File: config.mk
export PLATFORM = sky130hd
export DESIGN_NAME = escape_sequence_key_decoder
export DESIGN_NICKNAME = d
export VERILOG_FILES = /design/src/hw/rtl/esckd_pkg.sv /design/src/hw/rtl/esckd_ram.sv /design/src/hw/rtl/escape_sequence_key_decoder.sv
export SDC_FILE = /design/constraint.sdc
export NUM_CORES = 1
export LEC_CHECK = 0
export ABC_AREA = 0
export BUFFER_PORTS_ARGS = -buffer_cell sky130_fd_sc_hd__buf_2
export CORE_ASPECT_RATIO = 2
export CORE_MARGIN = 3
export CORE_UTILIZATION = 35
export CTS_BUF_LIST = sky130_fd_sc_hd__clkbuf_8
export DETAILED_ROUTE_END_ITERATION = 10
export PLACE_DENSITY = 0.5
export SETUP_SLACK_MARGIN = 0.2
export SLEW_MARGIN = 5
export SYNTH_ARGS = -nofsm -noshare
export SYNTH_HDL_FRONTEND = slang
export SYNTH_SLANG_ARGS = --single-unit
File: constraint.sdc
create_clock -name i_clk -period 2.7 [get_ports i_clk]
set_clock_uncertainty 0.05 [all_clocks]
set_input_delay 0.135 -clock i_clk [delete_from_list [all_inputs] [get_ports i_clk]]
set_output_delay 0.135 -clock i_clk [all_outputs]
set_load 0.01 [all_outputs]
File: src/hw/rtl/esckd_pkg.sv
// ----------------------------------------------------------------------------
// esckd_pkg
// shared constants for the escape sequence key decoder: line capacity,
// byte codes, key command codes, parser phases and sequencer states
// ----------------------------------------------------------------------------
package esckd_pkg;

    localparam int LINE_CAPACITY = 20;
    localparam int CNT_W         = $clog2(LINE_CAPACITY + 1);
    localparam int ADDR_W        = (LINE_CAPACITY > 1) ? $clog2(LINE_CAPACITY) : 1;

    localparam int KC_W  = 4;
    localparam int LEN_W = 5;

    // byte codes
    localparam logic [7:0] B_BS    = 8'd8;
    localparam logic [7:0] B_LF    = 8'd10;
    localparam logic [7:0] B_CR    = 8'd13;
    localparam logic [7:0] B_ESC   = 8'd27;
    localparam logic [7:0] B_SPACE = 8'h20;
    localparam logic [7:0] B_LBR   = 8'd91;
    localparam logic [7:0] B_BQ    = 8'h60;
    localparam logic [7:0] B_TILDE = 8'h7E;
    localparam logic [7:0] B_DEL   = 8'd127;
    localparam logic [7:0] B_UP    = 8'h41;
    localparam logic [7:0] B_DOWN  = 8'h42;
    localparam logic [7:0] B_RIGHT = 8'h43;
    localparam logic [7:0] B_LEFT  = 8'h44;
    localparam logic [7:0] B_ONE   = 8'h31;
    localparam logic [7:0] B_TWO   = 8'h32;
    localparam logic [7:0] B_FIVE  = 8'h35;

    // key command codes
    localparam logic [KC_W-1:0] KC_NONE       = 4'd0;
    localparam logic [KC_W-1:0] KC_RIGHT      = 4'd1;
    localparam logic [KC_W-1:0] KC_LEFT       = 4'd2;
    localparam logic [KC_W-1:0] KC_UP         = 4'd3;
    localparam logic [KC_W-1:0] KC_DOWN       = 4'd4;
    localparam logic [KC_W-1:0] KC_MOVE_LEFT  = 4'd5;
    localparam logic [KC_W-1:0] KC_ENTER      = 4'd6;
    localparam logic [KC_W-1:0] KC_MOVE_RIGHT = 4'd7;
    localparam logic [KC_W-1:0] KC_TYPED      = 4'd8;
    localparam logic [KC_W-1:0] KC_QUIT       = 4'd9;

    // input command codes
    localparam logic CMD_KEY   = 1'b0;
    localparam logic CMD_CLEAR = 1'b1;

    // parser phases
    localparam logic [1:0] PH_IDLE  = 2'd0;
    localparam logic [1:0] PH_ESC   = 2'd1;
    localparam logic [1:0] PH_CSI   = 2'd2;
    localparam logic [1:0] PH_TILDE = 2'd3;

    // sequencer states
    localparam logic ST_IDLE = 1'b0;
    localparam logic ST_READ = 1'b1;

endpackage

File: src/hw/rtl/esckd_ram.sv
// ----------------------------------------------------------------------------
// esckd_ram
// generic simple dual-port ram: one write port, one read port, registered read
// ----------------------------------------------------------------------------
module esckd_ram #(
    parameter int WIDTH = 8,
    parameter int DEPTH = 20
) (
    input  logic                                       i_clk,
    input  logic                                       i_we,
    input  logic [((DEPTH > 1) ? $clog2(DEPTH) : 1)-1:0] i_waddr,
    input  logic [WIDTH-1:0]                           i_wdata,
    input  logic [((DEPTH > 1) ? $clog2(DEPTH) : 1)-1:0] i_raddr,
    output logic [WIDTH-1:0]                           o_rdata
);

    logic [WIDTH-1:0] r_mem [DEPTH];
    logic [WIDTH-1:0] r_rdata;

    always_ff @(posedge i_clk) begin
        if (i_we) begin
            r_mem[i_waddr] <= i_wdata;
        end
        r_rdata <= r_mem[i_raddr];
    end

    assign o_rdata = r_rdata;

endmodule

File: src/hw/rtl/escape_sequence_key_decoder.sv
// ----------------------------------------------------------------------------
// escape_sequence_key_decoder
// decodes keyboard bytes into key commands and keeps a bounded typed line,
// read out of a line ram one character per word after line feed or carriage return
// ----------------------------------------------------------------------------
// output: a result word is registered from its accepted input word
// throughput: one input word per cycle unless stalled; a typed line holds
//   the input for 1 + line_length output words, a ram read per character
// reset: synchronous active low; parser idle, line empty, no output word
// ----------------------------------------------------------------------------
module escape_sequence_key_decoder (
    input  logic       i_clk,
    input  logic       i_rst_n,
    input  logic       i_in_valid,
    output logic       o_in_stall,
    input  logic       i_command,
    input  logic [7:0] i_key_byte,
    output logic       o_out_valid,
    input  logic       i_out_stall,
    output logic [3:0] o_key_command,
    output logic [4:0] o_line_length,
    output logic [7:0] o_line_char,
    output logic       o_char_valid,
    output logic       o_last
);

    logic                                  r_state, n_state;
    logic [1:0]                            r_phase, n_phase;
    logic [esckd_pkg::CNT_W-1:0]           r_count, n_count;
    logic [esckd_pkg::ADDR_W-1:0]          r_idx, n_idx;
    logic                                  r_out_valid;
    logic [esckd_pkg::KC_W-1:0]            r_kc;
    logic [esckd_pkg::LEN_W-1:0]           r_len;
    logic [7:0]                            r_char;
    logic                                  r_cvalid;
    logic                                  r_last;

    logic                                  out_free;
    logic                                  in_acc;
    logic                                  do_plain;
    logic                                  wr_en;
    logic [esckd_pkg::KC_W-1:0]            kc;
    logic [7:0]                            rd_data;
    logic                                  rd_last;
    logic [esckd_pkg::CNT_W-1:0]           idx_ext;

    assign out_free   = !r_out_valid || !i_out_stall;
    assign in_acc     = i_in_valid && (r_state == esckd_pkg::ST_IDLE) && out_free;
    assign o_in_stall = !((r_state == esckd_pkg::ST_IDLE) && out_free);

    assign idx_ext = esckd_pkg::CNT_W'(r_idx);
    assign rd_last = (idx_ext + esckd_pkg::CNT_W'(1)) == r_count;

    // key decode and line edit
    always_comb begin
        n_phase  = r_phase;
        n_count  = r_count;
        kc       = esckd_pkg::KC_NONE;
        do_plain = 1'b0;
        wr_en    = 1'b0;
        if (i_command == esckd_pkg::CMD_CLEAR) begin
            n_count = '0;
        end else if (i_key_byte == esckd_pkg::B_BQ) begin
            kc = esckd_pkg::KC_QUIT;
        end else begin
            case (r_phase)
                esckd_pkg::PH_IDLE: begin
                    if (i_key_byte == esckd_pkg::B_ESC) begin
                        n_phase = esckd_pkg::PH_ESC;
                    end else begin
                        do_plain = 1'b1;
                    end
                end
                esckd_pkg::PH_ESC: begin
                    if (i_key_byte == esckd_pkg::B_LBR) begin
                        n_phase = esckd_pkg::PH_CSI;
                    end else begin
                        n_phase  = esckd_pkg::PH_IDLE;
                        do_plain = 1'b1;
                    end
                end
                esckd_pkg::PH_CSI: begin
                    n_phase = esckd_pkg::PH_IDLE;
                    case (i_key_byte)
                        esckd_pkg::B_UP:    kc = esckd_pkg::KC_UP;
                        esckd_pkg::B_DOWN:  kc = esckd_pkg::KC_DOWN;
                        esckd_pkg::B_RIGHT: kc = esckd_pkg::KC_RIGHT;
                        esckd_pkg::B_LEFT:  kc = esckd_pkg::KC_LEFT;
                        esckd_pkg::B_ONE: begin
                            kc      = esckd_pkg::KC_ENTER;
                            n_phase = esckd_pkg::PH_TILDE;
                        end
                        esckd_pkg::B_TWO: begin
                            kc      = esckd_pkg::KC_MOVE_LEFT;
                            n_phase = esckd_pkg::PH_TILDE;
                        end
                        esckd_pkg::B_FIVE: begin
                            kc      = esckd_pkg::KC_MOVE_RIGHT;
                            n_phase = esckd_pkg::PH_TILDE;
                        end
                        default: do_plain = 1'b1;
                    endcase
                end
                default: begin
                    n_phase = esckd_pkg::PH_IDLE;
                    if (i_key_byte != esckd_pkg::B_TILDE) begin
                        do_plain = 1'b1;
                    end
                end
            endcase
            if (do_plain) begin
                if ((i_key_byte == esckd_pkg::B_BS) || (i_key_byte == esckd_pkg::B_DEL)) begin
                    if (r_count != '0) begin
                        n_count = r_count - esckd_pkg::CNT_W'(1);
                    end
                end else if (i_key_byte inside {[8'h41:8'h5A], [8'h61:8'h7A],
                                                [8'h30:8'h39], esckd_pkg::B_SPACE}) begin
                    if (r_count < esckd_pkg::CNT_W'(esckd_pkg::LINE_CAPACITY)) begin
                        wr_en   = 1'b1;
                        n_count = r_count + esckd_pkg::CNT_W'(1);
                    end
                end else if ((i_key_byte == esckd_pkg::B_LF) ||
                             (i_key_byte == esckd_pkg::B_CR)) begin
                    kc = esckd_pkg::KC_TYPED;
                end
            end
        end
    end

    // sequencer; ram address is the next index so read data matches r_idx
    always_comb begin
        n_state = r_state;
        n_idx   = r_idx;
        if (r_state == esckd_pkg::ST_IDLE) begin
            n_idx = '0;
            if (in_acc && (kc == esckd_pkg::KC_TYPED) && (r_count != '0)) begin
                n_state = esckd_pkg::ST_READ;
            end
        end else if (out_free) begin
            if (rd_last) begin
                n_state = esckd_pkg::ST_IDLE;
                n_idx   = '0;
            end else begin
                n_idx = r_idx + esckd_pkg::ADDR_W'(1);
            end
        end
    end

    esckd_ram #(
        .WIDTH (8),
        .DEPTH (esckd_pkg::LINE_CAPACITY)
    ) u_line_ram (
        .i_clk   (i_clk),
        .i_we    (in_acc && wr_en),
        .i_waddr (r_count[esckd_pkg::ADDR_W-1:0]),
        .i_wdata (i_key_byte),
        .i_raddr (n_idx),
        .o_rdata (rd_data)
    );

    always_ff @(posedge i_clk) begin
        if (!i_rst_n) begin
            r_state     <= esckd_pkg::ST_IDLE;
            r_phase     <= esckd_pkg::PH_IDLE;
            r_count     <= '0;
            r_idx       <= '0;
            r_out_valid <= 1'b0;
        end else begin
            r_state <= n_state;
            r_idx   <= n_idx;
            if (in_acc) begin
                r_phase     <= n_phase;
                r_count     <= n_count;
                r_out_valid <= 1'b1;
            end else if (r_state == esckd_pkg::ST_READ) begin
                if (out_free) begin
                    r_out_valid <= 1'b1;
                end
            end else if (out_free) begin
                r_out_valid <= 1'b0;
            end
        end
    end

    // output word
    always_ff @(posedge i_clk) begin
        if (in_acc) begin
            r_kc     <= kc;
            r_len    <= esckd_pkg::LEN_W'(n_count);
            r_char   <= '0;
            r_cvalid <= 1'b0;
            r_last   <= !((kc == esckd_pkg::KC_TYPED) && (r_count != '0));
        end else if ((r_state == esckd_pkg::ST_READ) && out_free) begin
            r_kc     <= esckd_pkg::KC_NONE;
            r_len    <= esckd_pkg::LEN_W'(r_count);
            r_char   <= rd_data;
            r_cvalid <= 1'b1;
            r_last   <= rd_last;
        end
    end

    assign o_out_valid   = r_out_valid;
    assign o_key_command = r_kc;
    assign o_line_length = r_len;
    assign o_line_char   = r_char;
    assign o_char_valid  = r_cvalid;
    assign o_last        = r_last;

`ifndef ASSERT_OFF
    a_count_bound: assert property (@(posedge i_clk) disable iff (!i_rst_n)
        r_count <= esckd_pkg::CNT_W'(esckd_pkg::LINE_CAPACITY))
        else $error("line count above capacity");

    a_read_nonempty: assert property (@(posedge i_clk) disable iff (!i_rst_n)
        (r_state == esckd_pkg::ST_READ) |-> (r_count != '0))
        else $error("read-out with empty line");

    a_read_word_pending: assert property (@(posedge i_clk) disable iff (!i_rst_n)
        (r_state == esckd_pkg::ST_READ) |-> (r_out_valid && !r_last))
        else $error("read-out without a pending non-final word");

    a_char_cmd_none: assert property (@(posedge i_clk) disable iff (!i_rst_n)
        (r_out_valid && r_cvalid) |-> (r_kc == esckd_pkg::KC_NONE))
        else $error("character word with a key command");

    a_read_ends: assert property (@(posedge i_clk) disable iff (!i_rst_n)
        ((r_state == esckd_pkg::ST_READ) && out_free && rd_last) |=>
        ((r_state == esckd_pkg::ST_IDLE) && r_last && r_cvalid))
        else $error("read-out did not finish on the last character");
`endif

endmodule
==> flow_summary_export.csv <==
group,metric,value,unit
power_and_ir_drop,finalPower,6.12,mW
final_layout,post-route-util,0.453,
floorplanning,die_w,127,µm
worst_setup_path,cp_top_family,"compound AO/OA/AOI/OAI gates",
yosys,yosys.cell_count.top_type,"edfxtp_1",
sta,slew_headroom,0.630,
clock_tree,numClockSinks,201,
yosys,async_reset_ff_frac,0,
worst_setup_path,critPathLaunchType,"flop",
final_layout,fill_cells,2737,
yosys,avgSynthCellArea,10.8,µm²
place,dp_hpwl,26.7,mm
worst_setup_path,reg2reg_slack,-0.06,ns
place,portBuffers,33,
status,violations,"negative setup slack",
sta,fmax,362,MHz
routing,dr.pass1.iters,5,
worst_setup_path,worstPathCellList,"ha_4 > xnor2_1 > and2_1 > o2111ai_4 > buf_12 > buf_16 > nand4b_1 > a21oi_1 > o21ai_1 > buf_4 > nand4_1 > o31ai_2",
yosys,ys_seq_area_frac,0.555,
status,outcome,"complete, but fails checks",
yosys,ys_ff_latch,201,
grt,overflow,0,
worst_setup_path,worst-path-buf-inv,3,
yosys,synth_edf_count,170,
worst_hold_path,min_path_type,"input pin to flop",
power_and_ir_drop,peakVddDrop,0.274,mV
sta,setup_viol,6,
routing,via_per_inst,5.92,
clock_tree,cts_max_level,1,
worst_setup_path,cpMaxStageDelayCell,"dfxtp_4",
clock_tree,cts_tree,"done",
worst_setup_path,worst_setup_path_end_kind,"flop",
floorplanning,die_h,249,µm
final_layout,multi_input_area,4690,µm²
sta,hold_viol,0,
yosys,synthTopCellsByCount,"edfxtp_1 (170), nor2_1 (81), nand2_1 (79), a21oi_1 (54), o21ai_0 (51)",
run,cap_viol_max_count,0,
routing,dr_total_vias,8852,
yosys,syn-cell-area,10300,µm²
sta,tightestPinTransition,0.555,ns
sta,finalSetupTns,-0.244,ns
yosys,yosys.area.top_type,"edfxtp_1",
routing,drc,0,
clock_tree,clock_latency,0.61,ns
floorplanning,die-area,31700,µm²
yosys,synth.area.top_cells,"edfxtp_1 (49%), dfxtp_1 (6.0%), nor2_1 (2.9%)",
clock_tree,clkTransAtPathRegs,0.06,ns
floorplanning,pin_count,34,
worst_setup_path,cp_max_fo,5,
worst_setup_path,cp.required,3.15,ns
final_layout,seq_area,5730,µm²
sta,slew_violations,0,
grt,grt_pass1_vias,9011,
floorplanning,coreArea,29000,µm²
clock_tree,cts-root-buf,"clkbuf_8",
yosys,synth_top_area_frac,0.495,
yosys,ys_warn_count,0,
yosys,netlist_instances,957,
routing,wirelength,37.4,mm
sta,fin_crit,2.76,ns
power_and_ir_drop,leakagePower,4.56,nW
place,place.gp.congestion,0.900,
routing,wl_per_cell,25.0,µm
sta,rsz0062_at_grt,"yes",
clock_tree,clockBufferDepth,3,
yosys,mappedNetlistNets,976,
grt,groute.usage.overall,0.231,
worst_setup_path,path_class,"flop to flop",
yosys,synth_ff_type,"edfxtp_1",
final_layout,final_nets,1131,
clock_tree,cts_made_buffers,30,
final_layout,area_growth,27.0,%
worst_setup_path,worstPathArrival,3.21,ns
grt,grt_max_degree,65,
routing,drt.antenna.violating_nets,0,
grt,antenna_found_initial,1,
floorplanning,initial_core_util,0.356,
floorplanning,num_rows,88,
grt,grt_pass1_wl,55.1,mm
yosys,ys_types,77,
sta,finalCritPeriodShare,1.02,
power_and_ir_drop,power_density,467,nW/µm²
routing,dr.first_iter.drc_count,600,
final_layout,drive_above_1_share,0.287,
sta,fin_ws,-0.0628,ns
worst_setup_path,max_stage_delay,0.36,ns
-- worst min-delay path: stages --
cell and delay [ns]:
buf_2 0.12, buf_4 0.13, inv_1 0.07, nand3_1 0.09, a31oi_1 0.08
-- through the flow --
step                      cell area, µm²  hold slack (ns)  instances  setup WS, ns
after floorplan                    10300            0.184        957         0.170
after global routing               13100           0.0210       1495        -0.150
after global placement             11800            0.379       1417        -0.318
after CTS                          13000          0.00203       1493       -0.0176
final                              13100           0.0275       1495       -0.0628
after detailed placement           11800            0.386       1417        -0.339
-- kinds of logic (layout without fill, tap and decap cells) --
family,Yosys count,count (layout),synth area share
xor+xnor,11,11,0.0108
simple gates,289,289,0.138
compound gates,342,342,0.232
flops,201,201,0.555
buf+inv,91,268,0.0395
fa+ha+maj,6,6,0.00728
mux,17,17,0.0166
other cells,0,1,0
-- worst paths after layout --
check | cells past startpoint | end | startpoint
worst max-delay path | 12 | u_line_ram.o_rdata[5] | idx_ext[0]
worst min-delay path | 5 | r_count[1] | i_command
worst max register to register | 12 | u_line_ram.o_rdata[5] | idx_ext[0]
worst min register to register | 1 | o_line_char[2] | u_line_ram.o_rdata[2]
-- cell type report --
type / count / share of cell area
diodes: 1 / 0.000191
clock buffers: 30 / 0.0315
clock inverters: 24 / 0.00831
inverters: 14 / 0.00430
multi-input cells: 665 / 0.358
flip-flops and latches: 201 / 0.437
well taps: 360 / 0.0344
repair buffers: 200 / 0.126
-- sequential cells by signal, summed over array words and instances, names as in the netlist --
signal,count
u_line_ram.r_mem,160
o_line_char,8
u_line_ram.o_rdata,8
idx_ext,5
o_line_length,5
r_count,5
o_key_command,4
r_phase,2
o_char_valid,1
o_last,1
o_out_valid,1
r_state,1
-- power breakdown --
part | leakage, nW | switching [mW] | internal [mW] | total, mW
Clock | 0.304 | 1.25 | 1.04 | 2.29
Sequential | 1.79 | 0.00843 | 3.38 | 3.39
Combinational | 2.46 | 0.279 | 0.166 | 0.445
Total | 4.56 | 1.54 | 4.58 | 6.12
-- cells in the final DEF, fill, tap and decap left out, types with 24 or more instances in the layout --
cell and n:
buf_2 33, o21ai_0 38, nand4_1 24, a22o_1 24, nor2_1 64, o22ai_1 27
clkbuf_8 30, a21oi_1 45, dfxtp_1 27, nand2_1 73, a22oi_1 33, o211ai_1 30
buf_4 137, edfxtp_1 170
-- layer usage --
layer  global-route usage  wire, µm
met5                    0         0
met3               0.0236      1260
met4                0.145      2740
met1                0.221     12200
met2                0.453     21100
-- timing repair --
action                                 4_1_cts  5_1_grt
pin swaps                                   33       11
hold buffers                                 8        0
setup endpoints to repair                  144      129
endpoints found under the hold margin       47        0
gates cloned                                 3        0
setup buffers                               11        1
gates resized for setup                    118       21
(Power assumes the default switching activity.)
